$ cat config.mk
export PLATFORM = sky130hd
export DESIGN_NAME = poly_voice_allocator_flat
export DESIGN_NICKNAME = d
export VERILOG_FILES = /design/src/sv/pva_pkg.sv /design/src/sv/pva_if.sv /design/src/sv/pva_front.sv /design/src/sv/pva_back.sv /design/src/sv/poly_voice_allocator.sv /design/src/flat_wrapper.sv
export SDC_FILE = /design/constraint.sdc
export NUM_CORES = 1
export LEC_CHECK = 0
export BUFFER_PORTS_ARGS = -buffer_cell sky130_fd_sc_hd__buf_2
export CAP_MARGIN = 20
export CORE_MARGIN = 8
export CORE_UTILIZATION = 60
export CTS_CLUSTER_SIZE = 10
export DETAILED_ROUTE_END_ITERATION = 12
export PLACE_DENSITY_LB_ADDON = 0.3
export SYNTH_ARGS = -nofsm -noshare
export SYNTH_HDL_FRONTEND = slang
export SYNTH_SLANG_ARGS = --single-unit
$ cat constraint.sdc
create_clock -name clk -period 7.5 [get_ports clk]
set_input_delay 1.125 -clock clk [delete_from_list [all_inputs] [get_ports clk]]
set_output_delay 1.125 -clock clk [all_outputs]
set_load 0.01 [all_outputs]
$ cat src/sv/pva_pkg.sv
// Shared constants, types and helpers of the polyphonic voice allocator.
package pva_pkg;

  localparam int NUM_VOICES = 8;
  localparam int AGE_BITS   = 16;
  localparam int VIDX_W     = (NUM_VOICES > 1) ? $clog2(NUM_VOICES) : 1;
  localparam int CNT_W      = $clog2(NUM_VOICES + 1);

  localparam int MODE_W = 3;
  localparam int NOTE_W = 7;
  localparam int VEL_W  = 7;
  localparam int FIN_W  = 3;
  localparam int ACT_W  = 3;
  localparam int OIDX_W = 3;

  localparam logic [AGE_BITS-1:0] AGE_MAX = {AGE_BITS{1'b1}};

  // Input modes
  localparam logic [MODE_W-1:0] MODE_NOTE_ON  = 3'd0;
  localparam logic [MODE_W-1:0] MODE_NOTE_OFF = 3'd1;
  localparam logic [MODE_W-1:0] MODE_FINISHED = 3'd2;
  localparam logic [MODE_W-1:0] MODE_TICK     = 3'd3;
  localparam logic [MODE_W-1:0] MODE_ALL_OFF  = 3'd4;

  // Result actions
  localparam logic [ACT_W-1:0] ACT_NONE    = 3'd0;
  localparam logic [ACT_W-1:0] ACT_START   = 3'd1;
  localparam logic [ACT_W-1:0] ACT_RETRIG  = 3'd2;
  localparam logic [ACT_W-1:0] ACT_STEAL   = 3'd3;
  localparam logic [ACT_W-1:0] ACT_RELEASE = 3'd4;
  localparam logic [ACT_W-1:0] ACT_CLEARED = 3'd5;

  // Classified operations passed from front to back
  typedef logic [2:0] op_t;
  localparam op_t OP_NOP  = 3'd0;
  localparam op_t OP_ON   = 3'd1;
  localparam op_t OP_OFF  = 3'd2;
  localparam op_t OP_FIN  = 3'd3;
  localparam op_t OP_TICK = 3'd4;
  localparam op_t OP_CLR  = 3'd5;

  typedef struct packed {
    op_t               op;
    logic [NOTE_W-1:0] note;
    logic [VEL_W-1:0]  velocity;
    logic [VIDX_W-1:0] fin_idx;
  } cmd_t;

  // Low bits of a voice index as reported on the result channel
  function automatic logic [OIDX_W-1:0] idx_out(input logic [VIDX_W-1:0] v);
    logic [VIDX_W+OIDX_W-1:0] t;
    begin
      t = (VIDX_W + OIDX_W)'(v);
      return t[OIDX_W-1:0];
    end
  endfunction

endpackage

$ cat src/sv/pva_if.sv
// Channel interfaces: input event and result transactions.
interface pva_in_if;
  logic                      valid;
  logic                      ready;
  logic [pva_pkg::MODE_W-1:0] mode;
  logic [pva_pkg::NOTE_W-1:0] note;
  logic [pva_pkg::VEL_W-1:0]  velocity;
  logic [pva_pkg::FIN_W-1:0]  finished_voice;

  modport source (output valid, mode, note, velocity, finished_voice, input ready);
  modport sink   (input valid, mode, note, velocity, finished_voice, output ready);
endinterface

interface pva_out_if;
  logic                       valid;
  logic                       ready;
  logic [pva_pkg::ACT_W-1:0]  action;
  logic [pva_pkg::OIDX_W-1:0] voice_index;
  logic [pva_pkg::NOTE_W-1:0] note_out;
  logic [pva_pkg::VEL_W-1:0]  velocity_out;
  logic [pva_pkg::NOTE_W-1:0] stolen_note;

  modport source (output valid, action, voice_index, note_out, velocity_out, stolen_note,
                  input ready);
  modport sink   (input valid, action, voice_index, note_out, velocity_out, stolen_note,
                  output ready);
endinterface

$ cat src/sv/pva_front.sv
// Front end: accepts event transactions, classifies them and queues commands.
module pva_front (
  input  logic           clk,
  input  logic           rst_n,
  pva_in_if.sink         in_ch,
  output logic           cmd_valid,
  input  logic           cmd_ready,
  output pva_pkg::cmd_t  cmd
);
  import pva_pkg::*;

  cmd_t        q_r [2];
  logic        wr_ptr_r;
  logic        rd_ptr_r;
  logic [1:0]  cnt_r;
  cmd_t        cls;
  logic [31:0] fin_wide;
  logic        push;
  logic        pop;

  assign fin_wide = 32'(in_ch.finished_voice);

  always_comb begin
    cls          = '0;
    cls.note     = in_ch.note;
    cls.velocity = in_ch.velocity;
    cls.fin_idx  = fin_wide[VIDX_W-1:0];
    case (in_ch.mode)
      MODE_NOTE_ON:  cls.op = (in_ch.velocity != '0) ? OP_ON : OP_OFF;
      MODE_NOTE_OFF: cls.op = OP_OFF;
      // drop a finished index beyond the table
      MODE_FINISHED: cls.op = (fin_wide < 32'(NUM_VOICES)) ? OP_FIN : OP_NOP;
      MODE_TICK:     cls.op = OP_TICK;
      MODE_ALL_OFF:  cls.op = OP_CLR;
      default:       cls.op = OP_NOP;
    endcase
  end

  assign in_ch.ready = (cnt_r != 2'd2);
  assign push        = in_ch.valid && in_ch.ready;
  assign cmd_valid   = (cnt_r != 2'd0);
  assign pop         = cmd_valid && cmd_ready;
  assign cmd         = q_r[rd_ptr_r];

  always_ff @(posedge clk) begin
    if (push) begin
      q_r[wr_ptr_r] <= cls;
    end
  end

  always_ff @(posedge clk) begin
    if (!rst_n) begin
      wr_ptr_r <= 1'b0;
      rd_ptr_r <= 1'b0;
      cnt_r    <= 2'd0;
    end else begin
      if (push) begin
        wr_ptr_r <= ~wr_ptr_r;
      end
      if (pop) begin
        rd_ptr_r <= ~rd_ptr_r;
      end
      case ({push, pop})
        2'b10:   cnt_r <= cnt_r + 2'd1;
        2'b01:   cnt_r <= cnt_r - 2'd1;
        default: cnt_r <= cnt_r;
      endcase
    end
  end

endmodule

$ cat src/sv/pva_back.sv
// Back end: voice table, sequential voice scan and result register.
module pva_back (
  input  logic           clk,
  input  logic           rst_n,
  input  logic           cmd_valid,
  output logic           cmd_ready,
  input  pva_pkg::cmd_t  cmd,
  pva_out_if.source      out_ch
);
  import pva_pkg::*;

  localparam logic [1:0] ST_IDLE  = 2'd0;
  localparam logic [1:0] ST_SCAN  = 2'd1;
  localparam logic [1:0] ST_APPLY = 2'd2;

  logic [1:0]            st_r, st_nxt;
  cmd_t                  cmd_r;
  logic [NUM_VOICES-1:0] act_r;
  logic [NUM_VOICES-1:0] rel_r;

  // note and age store, one read and one write port
  logic [NOTE_W-1:0]     note_mem [NUM_VOICES];
  logic [AGE_BITS-1:0]   age_mem  [NUM_VOICES];
  logic [NOTE_W-1:0]     rd_note_r;
  logic [AGE_BITS-1:0]   rd_age_r;
  logic [VIDX_W-1:0]     rd_a;
  logic                  mem_we;
  logic [VIDX_W-1:0]     mem_wa;
  logic [NOTE_W-1:0]     mem_wn;
  logic [AGE_BITS-1:0]   mem_wage;

  logic [CNT_W-1:0]      cnt_r;
  logic                  p_vld_r;
  logic [VIDX_W-1:0]     p_idx_r;
  logic                  issue;

  logic                  match_f_r, free_f_r, rel_f_r, old_f_r;
  logic [VIDX_W-1:0]     match_i_r, free_i_r, rel_i_r, old_i_r;
  logic [AGE_BITS-1:0]   rel_age_r, old_age_r;
  logic [NOTE_W-1:0]     rel_note_r, old_note_r;
  logic                  p_act, p_rel;

  logic                  take;
  logic                  apply_go;
  logic [VIDX_W-1:0]     sel_v;
  logic [ACT_W-1:0]      sel_act;
  logic [NOTE_W-1:0]     sel_stolen;

  logic                  out_valid_r;
  logic [ACT_W-1:0]      out_act_r;
  logic [OIDX_W-1:0]     out_idx_r;
  logic [NOTE_W-1:0]     out_note_r;
  logic [VEL_W-1:0]      out_vel_r;
  logic [NOTE_W-1:0]     out_stolen_r;

  assign cmd_ready = (st_r == ST_IDLE);
  assign take      = cmd_valid && cmd_ready;
  assign apply_go  = (st_r == ST_APPLY) && (!out_valid_r || out_ch.ready);
  assign issue     = (st_r == ST_SCAN) && (cnt_r != CNT_W'(NUM_VOICES));
  assign rd_a      = cnt_r[VIDX_W-1:0];
  assign p_act     = act_r[p_idx_r];
  assign p_rel     = rel_r[p_idx_r];

  always_comb begin
    st_nxt = st_r;
    case (st_r)
      ST_IDLE: begin
        if (take) begin
          if (cmd.op == OP_ON || cmd.op == OP_OFF || cmd.op == OP_TICK) begin
            st_nxt = ST_SCAN;
          end else begin
            st_nxt = ST_APPLY;
          end
        end
      end
      ST_SCAN: begin
        if (!issue && !p_vld_r) begin
          st_nxt = ST_APPLY;
        end
      end
      ST_APPLY: begin
        if (apply_go) begin
          st_nxt = ST_IDLE;
        end
      end
      default: st_nxt = ST_IDLE;
    endcase
  end

  // Victim choice: matching note, then free voice, then oldest releasing, then oldest
  always_comb begin
    if (match_f_r) begin
      sel_v   = match_i_r;
      sel_act = ACT_RETRIG;
    end else if (free_f_r) begin
      sel_v   = free_i_r;
      sel_act = ACT_START;
    end else if (rel_f_r) begin
      sel_v   = rel_i_r;
      sel_act = ACT_STEAL;
    end else begin
      sel_v   = old_i_r;
      sel_act = ACT_STEAL;
    end
    sel_stolen = rel_f_r ? rel_note_r : old_note_r;
  end

  always_comb begin
    mem_we   = 1'b0;
    mem_wa   = p_idx_r;
    mem_wn   = rd_note_r;
    mem_wage = rd_age_r + AGE_BITS'(1);
    if (st_r == ST_SCAN && p_vld_r && cmd_r.op == OP_TICK && p_act && rd_age_r != AGE_MAX) begin
      mem_we = 1'b1;
    end else if (apply_go && cmd_r.op == OP_ON) begin
      mem_we   = 1'b1;
      mem_wa   = sel_v;
      mem_wn   = cmd_r.note;
      mem_wage = '0;
    end
  end

  always_ff @(posedge clk) begin
    if (mem_we) begin
      note_mem[mem_wa] <= mem_wn;
      age_mem[mem_wa]  <= mem_wage;
    end
    rd_note_r <= note_mem[rd_a];
    rd_age_r  <= age_mem[rd_a];
  end

  // Scan accumulators and command hold
  always_ff @(posedge clk) begin
    if (take) begin
      cmd_r     <= cmd;
      match_f_r <= 1'b0;
      free_f_r  <= 1'b0;
      rel_f_r   <= 1'b0;
      old_f_r   <= 1'b0;
    end else if (st_r == ST_SCAN && p_vld_r) begin
      if (!match_f_r && p_act && rd_note_r == cmd_r.note) begin
        match_f_r <= 1'b1;
        match_i_r <= p_idx_r;
      end
      if (!free_f_r && !p_act) begin
        free_f_r <= 1'b1;
        free_i_r <= p_idx_r;
      end
      if (p_act && p_rel && (!rel_f_r || rd_age_r > rel_age_r)) begin
        rel_f_r    <= 1'b1;
        rel_i_r    <= p_idx_r;
        rel_age_r  <= rd_age_r;
        rel_note_r <= rd_note_r;
      end
      if (!old_f_r || rd_age_r > old_age_r) begin
        old_f_r    <= 1'b1;
        old_i_r    <= p_idx_r;
        old_age_r  <= rd_age_r;
        old_note_r <= rd_note_r;
      end
    end
  end

  always_ff @(posedge clk) begin
    if (!rst_n) begin
      st_r        <= ST_IDLE;
      cnt_r       <= '0;
      p_vld_r     <= 1'b0;
      p_idx_r     <= '0;
      act_r       <= '0;
      rel_r       <= '0;
      out_valid_r <= 1'b0;
    end else begin
      st_r    <= st_nxt;
      p_vld_r <= issue;
      p_idx_r <= rd_a;
      if (take) begin
        cnt_r <= '0;
      end else if (issue) begin
        cnt_r <= cnt_r + CNT_W'(1);
      end
      if (out_valid_r && out_ch.ready) begin
        out_valid_r <= 1'b0;
      end
      if (apply_go) begin
        out_valid_r <= 1'b1;
        case (cmd_r.op)
          OP_ON: begin
            act_r[sel_v] <= 1'b1;
            rel_r[sel_v] <= 1'b0;
          end
          OP_OFF: begin
            if (match_f_r) begin
              rel_r[match_i_r] <= 1'b1;
            end
          end
          OP_FIN: begin
            act_r[cmd_r.fin_idx] <= 1'b0;
            rel_r[cmd_r.fin_idx] <= 1'b0;
          end
          OP_CLR: begin
            act_r <= '0;
            rel_r <= '0;
          end
          default: begin
          end
        endcase
      end
    end
  end

  // Result payload
  always_ff @(posedge clk) begin
    if (apply_go) begin
      out_act_r    <= ACT_NONE;
      out_idx_r    <= '0;
      out_note_r   <= '0;
      out_vel_r    <= '0;
      out_stolen_r <= '0;
      case (cmd_r.op)
        OP_ON: begin
          out_act_r  <= sel_act;
          out_idx_r  <= idx_out(sel_v);
          out_note_r <= cmd_r.note;
          out_vel_r  <= cmd_r.velocity;
          if (sel_act == ACT_STEAL) begin
            out_stolen_r <= sel_stolen;
          end
        end
        OP_OFF: begin
          if (match_f_r) begin
            out_act_r  <= ACT_RELEASE;
            out_idx_r  <= idx_out(match_i_r);
            out_note_r <= cmd_r.note;
          end
        end
        OP_CLR:  out_act_r <= ACT_CLEARED;
        default: out_act_r <= ACT_NONE;
      endcase
    end
  end

  assign out_ch.valid        = out_valid_r;
  assign out_ch.action       = out_act_r;
  assign out_ch.voice_index  = out_idx_r;
  assign out_ch.note_out     = out_note_r;
  assign out_ch.velocity_out = out_vel_r;
  assign out_ch.stolen_note  = out_stolen_r;

endmodule

$ cat src/sv/poly_voice_allocator.sv
// Top level of the polyphonic voice allocator with oldest-voice stealing that prefers releasing voices.
//
//  Channel  Dir  Handshake      Payload
//  in_ch    in   valid/ready    mode, note, velocity, finished_voice
//  out_ch   out  valid/ready    action, voice_index, note_out, velocity_out, stolen_note
//
// Note on, note off and block tick walk the voice table one voice per cycle through
// the single read port of the note/age store, then apply the result. Voice finished,
// all-off and unused modes skip the scan and go straight to the apply state.
// A two-entry command queue sits between the front and the back end, so events are
// taken while the back end scans or while a result waits in the output register.
// Synchronous active-low reset clears the voice table flags and all handshake state.
module poly_voice_allocator (
  input logic        clk,
  input logic        rst_n,
  pva_in_if.sink     in_ch,
  pva_out_if.source  out_ch
);
  import pva_pkg::*;

  cmd_t cmd;
  logic cmd_valid;
  logic cmd_ready;

  pva_front u_front (
    .clk       (clk),
    .rst_n     (rst_n),
    .in_ch     (in_ch),
    .cmd_valid (cmd_valid),
    .cmd_ready (cmd_ready),
    .cmd       (cmd)
  );

  pva_back u_back (
    .clk       (clk),
    .rst_n     (rst_n),
    .cmd_valid (cmd_valid),
    .cmd_ready (cmd_ready),
    .cmd       (cmd),
    .out_ch    (out_ch)
  );

endmodule

$ cat src/flat_wrapper.sv
// flat-port wrapper written by rule: the top's interface ports become plain ports
module poly_voice_allocator_flat import pva_pkg::*;
  (clk, rst_n, in_ch_valid, in_ch_mode, in_ch_note, in_ch_velocity, in_ch_finished_voice, in_ch_ready, out_ch_valid, out_ch_action, out_ch_voice_index, out_ch_note_out, out_ch_velocity_out, out_ch_stolen_note, out_ch_ready);
  pva_in_if in_ch_i ();
  pva_out_if out_ch_i ();
  input logic clk;
  input logic rst_n;
  input wire logic [$bits(in_ch_i.valid)-1:0] in_ch_valid;
  input wire logic [$bits(in_ch_i.mode)-1:0] in_ch_mode;
  input wire logic [$bits(in_ch_i.note)-1:0] in_ch_note;
  input wire logic [$bits(in_ch_i.velocity)-1:0] in_ch_velocity;
  input wire logic [$bits(in_ch_i.finished_voice)-1:0] in_ch_finished_voice;
  output wire logic [$bits(in_ch_i.ready)-1:0] in_ch_ready;
  output wire logic [$bits(out_ch_i.valid)-1:0] out_ch_valid;
  output wire logic [$bits(out_ch_i.action)-1:0] out_ch_action;
  output wire logic [$bits(out_ch_i.voice_index)-1:0] out_ch_voice_index;
  output wire logic [$bits(out_ch_i.note_out)-1:0] out_ch_note_out;
  output wire logic [$bits(out_ch_i.velocity_out)-1:0] out_ch_velocity_out;
  output wire logic [$bits(out_ch_i.stolen_note)-1:0] out_ch_stolen_note;
  input wire logic [$bits(out_ch_i.ready)-1:0] out_ch_ready;
  assign in_ch_i.valid = in_ch_valid;
  assign in_ch_i.mode = in_ch_mode;
  assign in_ch_i.note = in_ch_note;
  assign in_ch_i.velocity = in_ch_velocity;
  assign in_ch_i.finished_voice = in_ch_finished_voice;
  assign in_ch_ready = in_ch_i.ready;
  assign out_ch_valid = out_ch_i.valid;
  assign out_ch_action = out_ch_i.action;
  assign out_ch_voice_index = out_ch_i.voice_index;
  assign out_ch_note_out = out_ch_i.note_out;
  assign out_ch_velocity_out = out_ch_i.velocity_out;
  assign out_ch_stolen_note = out_ch_i.stolen_note;
  assign out_ch_i.ready = out_ch_ready;
  poly_voice_allocator u_core (.clk(clk), .rst_n(rst_n), .in_ch(in_ch_i), .out_ch(out_ch_i));
endmodule
==> results of run 1 <==
power by group through the flow:
stage | Clock, uW | Sequential, uW | Combinational, uW
final | 1930 | 2820 | 736
after global routing | 2050 | 2850 | 806
after detailed placement | 0 | 2870 | 733
after CTS | 1960 | 2830 | 739
after floorplan | 0 | 2770 | 562
after global placement | 0 | 2860 | 706
worst max-delay path: cells and delay by family, from the launching register on:
family	cells	cell delay (ns)
compound gates	1	0.93
flops	1	0.35
simple gates	4	1.62
cells in the mapped netlist (3+ instances only):
cell | number | area [sq um]
edfxtp_1 | 329 | 9880
dfxtp_1 | 59 | 1180
inv_1 | 54 | 203
nand2_1 | 53 | 199
nor2_1 | 52 | 195
mux4_2 | 48 | 1080
mux2_2 | 40 | 450
ha_1 | 36 | 450
a21oi_1 | 31 | 155
and2_1 | 27 | 169
o21ai_0 | 20 | 100
clkbuf_1 | 17 | 63.8
xnor2_1 | 17 | 149
nand3_1 | 15 | 75.1
mux2i_1 | 14 | 140
a31oi_1 | 12 | 75.1
nand4_1 | 12 | 75.1
and3_1 | 11 | 68.8
buf_2 | 11 | 55.1
nor2b_1 | 11 | 68.8
a211oi_1 | 10 | 75.1
xor2_1 | 10 | 87.6
nand2b_1 | 7 | 43.8
a21o_1 | 6 | 45.0
nor3_1 | 6 | 30.0
o21a_1 | 6 | 45.0
o22ai_1 | 6 | 37.5
a22oi_1 | 5 | 37.5
nand3b_1 | 5 | 37.5
a21boi_0 | 4 | 30.0
buf_1 | 4 | 15.0
nor3b_1 | 4 | 30.0
nor4_1 | 4 | 25.0
o21ai_1 | 3 | 15.0
or3_1 | 3 | 18.8
path summary, 6_finish.rpt:
kind,start,end,slack (ns),cells after the start
worst min register to register,u_core.u_back.act_r[7]$_SDFFE_PN0P_,u_core.u_back.act_r[7]$_SDFFE_PN0P_,0.47,2
worst max-delay path,u_core.u_back.st_r[0]$_SDFFE_PN0P_,u_core.u_back.rel_age_r[6]$_DFFE_PP_,4.22,5
worst min-delay path,u_core.u_back.act_r[7]$_SDFFE_PN0P_,u_core.u_back.act_r[7]$_SDFFE_PN0P_,0.47,2
worst max register to register,u_core.u_back.st_r[0]$_SDFFE_PN0P_,u_core.u_back.rel_age_r[6]$_DFFE_PP_,4.22,5
flip-flops by register name, indices dropped and copies added, names as in the netlist, 4 cells and up, named ones only:
register                           count
u_core.u_back.old_age_r               16
u_core.u_back.out_ch.stolen_note       7
u_core.u_back.cnt_r                    4
u_core.u_back.old_note_r               7
u_core.u_back.cmd_r                   20
u_core.u_back.rel_age_r               16
u_core.u_back.out_ch.note_out          7
u_core.u_back.act_r                    8
u_core.u_front.q_r                    40
u_core.u_back.age_mem                128
u_core.u_back.rd_note_r                7
u_core.u_back.rel_r                    8
u_core.u_back.rd_age_r                16
u_core.u_back.out_ch.velocity_out      7
u_core.u_back.rel_note_r               7
u_core.u_back.note_mem                56
cell usage in the layout, fill, tap and decap left out, types with 15 or more instances in the layout:
master,synthesis,layout
edfxtp_1,329,329
dfxtp_1,59,57
inv_1,54,54
nand2_1,53,53
buf_2,11,52
nor2_1,52,48
mux4_2,48,48
clkbuf_16,0,45
mux2_2,40,40
ha_1,36,36
clkbuf_1,17,33
a21oi_1,31,29
and2_1,27,27
o21ai_0,20,20
xnor2_1,17,17
nand3_1,15,15
buf_4,2,15
final cells by class:
class / count / area, sq um / area share, %
well taps: 335 / 419 / 2.37
clock inverters: 4 / 46.3 / 0.261
multi-input cells: 505 / 4360 / 24.6
clock buffers: 78 / 1250 / 7.06
flip-flops and latches: 388 / 11100 / 62.5
inverters: 54 / 203 / 1.14
repair buffers: 67 / 373 / 2.10
kinds of logic (layout without fill, tap and decap cells):
family,Yosys count,after routing,synth area share [%]
AOI/OAI and AO/OA,115,115,4.74
xor gates and xnor gates,27,27,1.50
adders and majority gates,36,36,2.86
buffers and inverters,89,203,2.26
DFF,388,388,70.2
muxes,105,105,11.1
and+or+nand+nor,222,222,7.31
routing by layer:
layer | GRT usage, % | vias up | part of all wire [%]
met3 | 3.26 | 66 | 6.4
met2 | 32.9 | 281 | 49
li1 | - | 3916 | -
met5 | 0 | - | 0
met4 | 6.50 | 0 | 2.5
met1 | 27.0 | 4279 | 42
metrics by stage:
step                instance area [sq um]  util (%)  instances  hold slack [ns]
finish                              17700      68.4       1431            0.465
global route                        17700      68.4       1431            0.480
CTS                                 17700      68.4       1431            0.463
detailed placement                  16400      63.4       1349            0.451
global placement                    16400      63.4       1349            0.438
floorplan                           15700         -        982            0.424
==> qor.yml, run 1 <==
power:
  fin_total_pwr_uw: 5490
  cellLeakagePower_uw: 0.00604
  seqPwrFrac_pct: 51.4
  p_comb_share_pct: 13.4
  swShare_pct: 25.8
  pwr_density_cell_nw_per_um2: 310
  p_sw_uw: 1420
  max-vdd-ir-drop_v: 0.000281
  pwr-share-clk_pct: 35.1
  p_int_uw: 4070
global_route:
  grt_pass1_vias: 8907
  grt_max_degree: 52
  grt_overflow_total: 0
  antenna_found_initial: 0
  grt_first_pass_wirelength_um: 49000
  grtUsageTotal_pct: 20.0
routing:
  post-route-drc-count: 0
  vias_per_cell: 5.97
  routed_wl_um: 30800
  wl_per_cell_um: 21.5
  vias: 8542
  ant_nets: 0
  firstDrtPassIters: 5
  drtIter0Drc: 853
timing:
  fmax_ghz: 0.305
  timing.final.crit_share_pct: 43.7
  fin_skew_ns: 0.0191
  final-setup-viol-count: 0
  maxSlewViolCount: 0
  worst_pin_slew_ns: 1.09
  rsz0062_at_grt: "no"
  setup_ws_ns: 4.22
  hold_violations: 0
  fin_crit_ns: 3.28
  relSlewSlack_pct: 27.6
  tns_ns: 0
cts:
  cts_buffer_depth: 3
  cts_max_level: 2
  clkSlewWorstSetupHoldPaths_ns: 0.05
  clock_tree.root_cell: "clkbuf_16"
  ctsHoldBuffers: 0
  clock_latency_ns: 0.54
  cts_tree: "yes"
  postCtsSetupBuffers: 0
  cts_made_buffers: 45
  clock_sinks: 388
  cts_resized: 0
worst_setup_path:
  arrival_ns: 3.42
  cp-end-kind: "register"
  cpPeakStageDelay_ns: 0.93
  critical_path_class: "register to register"
  crit_chain: "nor2b_1 -> nand2_1 -> or2_1 -> nor2_1 -> o211a_1"
  start_kind: "register"
  crit_required_ns: 7.64
  cp_slowest_cell: "o211a_1"
  worstPathMaxFanout: 26
floorplan:
  coreArea_sq_um: 25900
  start_util_pct: 60.8
  io_pins: 53
  die_w_um: 178
  rows: 59
  die_area_sq_um: 31700
  fp.dieH_um: 178
yosys:
  ys_seq_area_share_pct: 70.2
  synth_cell_type_count: 59
  ys_warn_count: 0
  synth_edf_count: 329
  netlist_area_sq_um: 15700
  ys_ff_latch: 388
  avgSynthCellArea_sq_um: 16.0
  synthesis.instances: 982
  synth_nets: 1042
  synthFlopType: "edfxtp_1"
  synthArstFlopShare_pct: 0
cells_and_area:
  diodes: 0
  nets: 1121
  nFillCells: 1666
  syn_to_final_growth_pct: 12.5
  drive_gt1_share_pct: 20.5
placed_design:
  post-dp-hpwl_um: 19200
  place_ws_ns: 3.82
  port_buffers: 52
  gp_congestion: 0.881
job:
  drv_cap: 0
min_path:
  hold_class: "register to register"
status:
  outcome: "finished clean"
Power figures use the tool's default switching activity.
==> run 2, diff against run 1 <==
CORE_UTILIZATION = 56   (was 60)
clock period = 2.94 ns   (was 7.5 ns; I/O delays follow)
==> qor.yml, run 2 (synthesis gave the netlist of run 1 again) <==
timing:
  relSlewSlack_pct: 50.9  # +23 points
  maxSlewViolCount: 0  # unchanged
  tns_ns: 0  # unchanged
  fin_skew_ns: 0.0162  # -0.00288 ns
  final-setup-viol-count: 0  # unchanged
  timing.final.crit_share_pct: 87.7  # +44 points
  worst_pin_slew_ns: 0.733  # -0.353 ns
  fin_crit_ns: 2.58  # -0.701 ns
  rsz0062_at_grt: "no"
  holdWs_ns: 0.0922  # -0.373 ns
  hold_violations: 0  # unchanged
  fmax_ghz: 0.388  # +27%
cts:
  cts_made_buffers: 44  # -2.2%
  clock_sinks: 388  # unchanged
  clock_tree.root_cell: "clkbuf_16"
  cts_resized: 0  # unchanged
  cts_max_level: 2  # unchanged
  clock_latency_ns: 0.54  # about the same
  cts_buffer_depth: 3  # unchanged
  clkSlewWorstSetupHoldPaths_ns: 0.05  # about the same
  cts_tree: "yes"
  ctsHoldBuffers: 0  # unchanged
  postCtsSetupBuffers: 0  # unchanged
routing:
  ant_nets: 0  # unchanged
  routed_wl_um: 31100  # +1.2%
  drtIter0Drc: 638  # -25%
  wl_per_cell_um: 20.8  # -3.1%
  firstDrtPassIters: 5  # unchanged
  post-route-drc-count: 0  # unchanged
  vias_per_cell: 5.68  # -4.9%
  vias: 8491  # -0.60%
global_route:
  grtUsageTotal_pct: 18.7  # -1.3 points
  grt_first_pass_wirelength_um: 48700  # -0.69%
  grt_max_degree: 29  # -44%
  grt_pass1_vias: 8690  # -2.4%
  antenna_found_initial: 2  # +2
  grt_overflow_total: 0  # unchanged
cells_and_area:
  top_register: "u_core.u_back.age_mem"
  largest_reg_flops: 128  # unchanged
  mostFrequentLayoutCells: "edfxtp_1 (329), dfxtp_1 (57), inv_1 (54)"
  syn_to_final_growth_pct: 14.5
  nets: 1143  # +2.0%
  fin_util_pct: 65.1  # -3.3 points
  diodes: 0  # unchanged
  nFillCells: 1924  # +15%
  layout_commonest_cell: "edfxtp_1"
  final_area_sq_um: 18000  # +1.7%
  drive_gt1_share_pct: 22.0  # +1.5 points
  reg_top3: "u_core.u_back.age_mem: 128 flops, u_core.u_back.note_mem: 56 flops, u_core.u_front.q_r: 40 flops"
floorplan:
  io_pins: 53  # unchanged
  rows: 61  # +3.4%
  start_util_pct: 56.8  # -3.9 points
  coreArea_sq_um: 27700  # +6.9%
  die_area_sq_um: 33700  # +6.5%
  die_w_um: 184  # +3.2%
  fp.dieH_um: 184  # +3.2%
worst_setup_path:
  cp-end-kind: "register"
  start_kind: "register"
  crit_start: "u_core.u_back.rd_age_r[1]$_DFF_P_"
  arrival_ns: 2.82  # -0.60 ns
  reg2reg_from: "u_core.u_back.rd_age_r[1]$_DFF_P_"
  critical_path_class: "register to register"
  worstPathMaxFanout: 23  # -12%
  crit_required_ns: 3.18  # -4.46 ns
status:
  outcome: "finished clean"
power:
  max-vdd-ir-drop_v: 0.000469  # +67%
  cellLeakagePower_uw: 0.00617  # +2.2%
  pwr_density_cell_nw_per_um2: 782  # +150%
min_path:
  hold_class: "input pin to register"
  hp-start: "in_ch_note[3]"
placed_design:
  dpl_cell_area_sq_um: 16700  # +1.9%
  port_buffers: 52  # unchanged
  gp_congestion: 0.877  # -0.44%
  post-dp-hpwl_um: 20000  # +4.6%
job:
  drv_cap: 0  # unchanged
## run 2: changes by cell type in the layout (fill, tap and decap cells not counted), sizes merged
cell | previous run | this run
inv | 58 | 54
clkbuf | 78 | 79
clkinv | 0 | 1
buf | 67 | 90
## run 2: path summary, 6_finish.rpt
path / to / slack (ns) / depth (start not counted)
worst min-delay path: u_core.u_front.q_r[0][13]$_DFFE_PP_ / 0.09 / 1
worst max register to register: u_core.u_back.age_mem[1][4]$_DFFE_PP_ / 0.36 / 8
worst min register to register: u_core.u_back.act_r[0]$_SDFFE_PN0P_ / 0.45 / 2
worst max-delay path: u_core.u_back.age_mem[1][4]$_DFFE_PP_ / 0.36 / 8
## run 2: area by class of cell
class | instances | area (sq um) | area share (%)
clock buffers | 79 | 1270 | 7.07
well taps | 378 | 473 | 2.62
inverters | 54 | 203 | 1.12
repair buffers | 90 | 633 | 3.51
multi-input cells | 505 | 4360 | 24.2
flip-flops and latches | 388 | 11100 | 61.4
clock inverters | 1 | 16.3 | 0.0902
## run 2: metrics by stage
stage / worst slack (ns) / power [uW] / cells
2_1_floorplan: 0.0193 / 8490 / 982
3_3_place_gp: 0.430 / 9210 / 1415
3_5_place_dp: 0.362 / 9270 / 1415
4_1_cts: 0.317 / 14200 / 1495
5_1_grt: 0.198 / 14700 / 1495
6_report: 0.363 / 14100 / 1495
## run 2: power breakdown
part           switching, uW  internal, uW
sequential               386          6700
combinational           1240           857
clock                   2000          2910
total                   3630         10500
## run 2: worst max-delay path, cell delays in order, from the launching register on
cell and delay (ns):
dfxtp_1 0.45, ha_1 0.23, nand3_1 0.18, nor4_1 0.53, buf_4 0.23, nor4_4 0.06, nor2b_4 0.25, o21ai_2 0.09
buf_4 0.26
## run 2: metal layers
| metal | up-vias | GRT usage [%] | wire length [um] |
|---|---|---|---|
| met5 | - | 0 | 13 |
| met4 | 2 | 5.45 | 522 |
| met3 | 51 | 3.87 | 1910 |
| met2 | 258 | 29.6 | 14700 |
| met1 | 4226 | 26.0 | 13900 |
| li1 | 3954 | - | - |
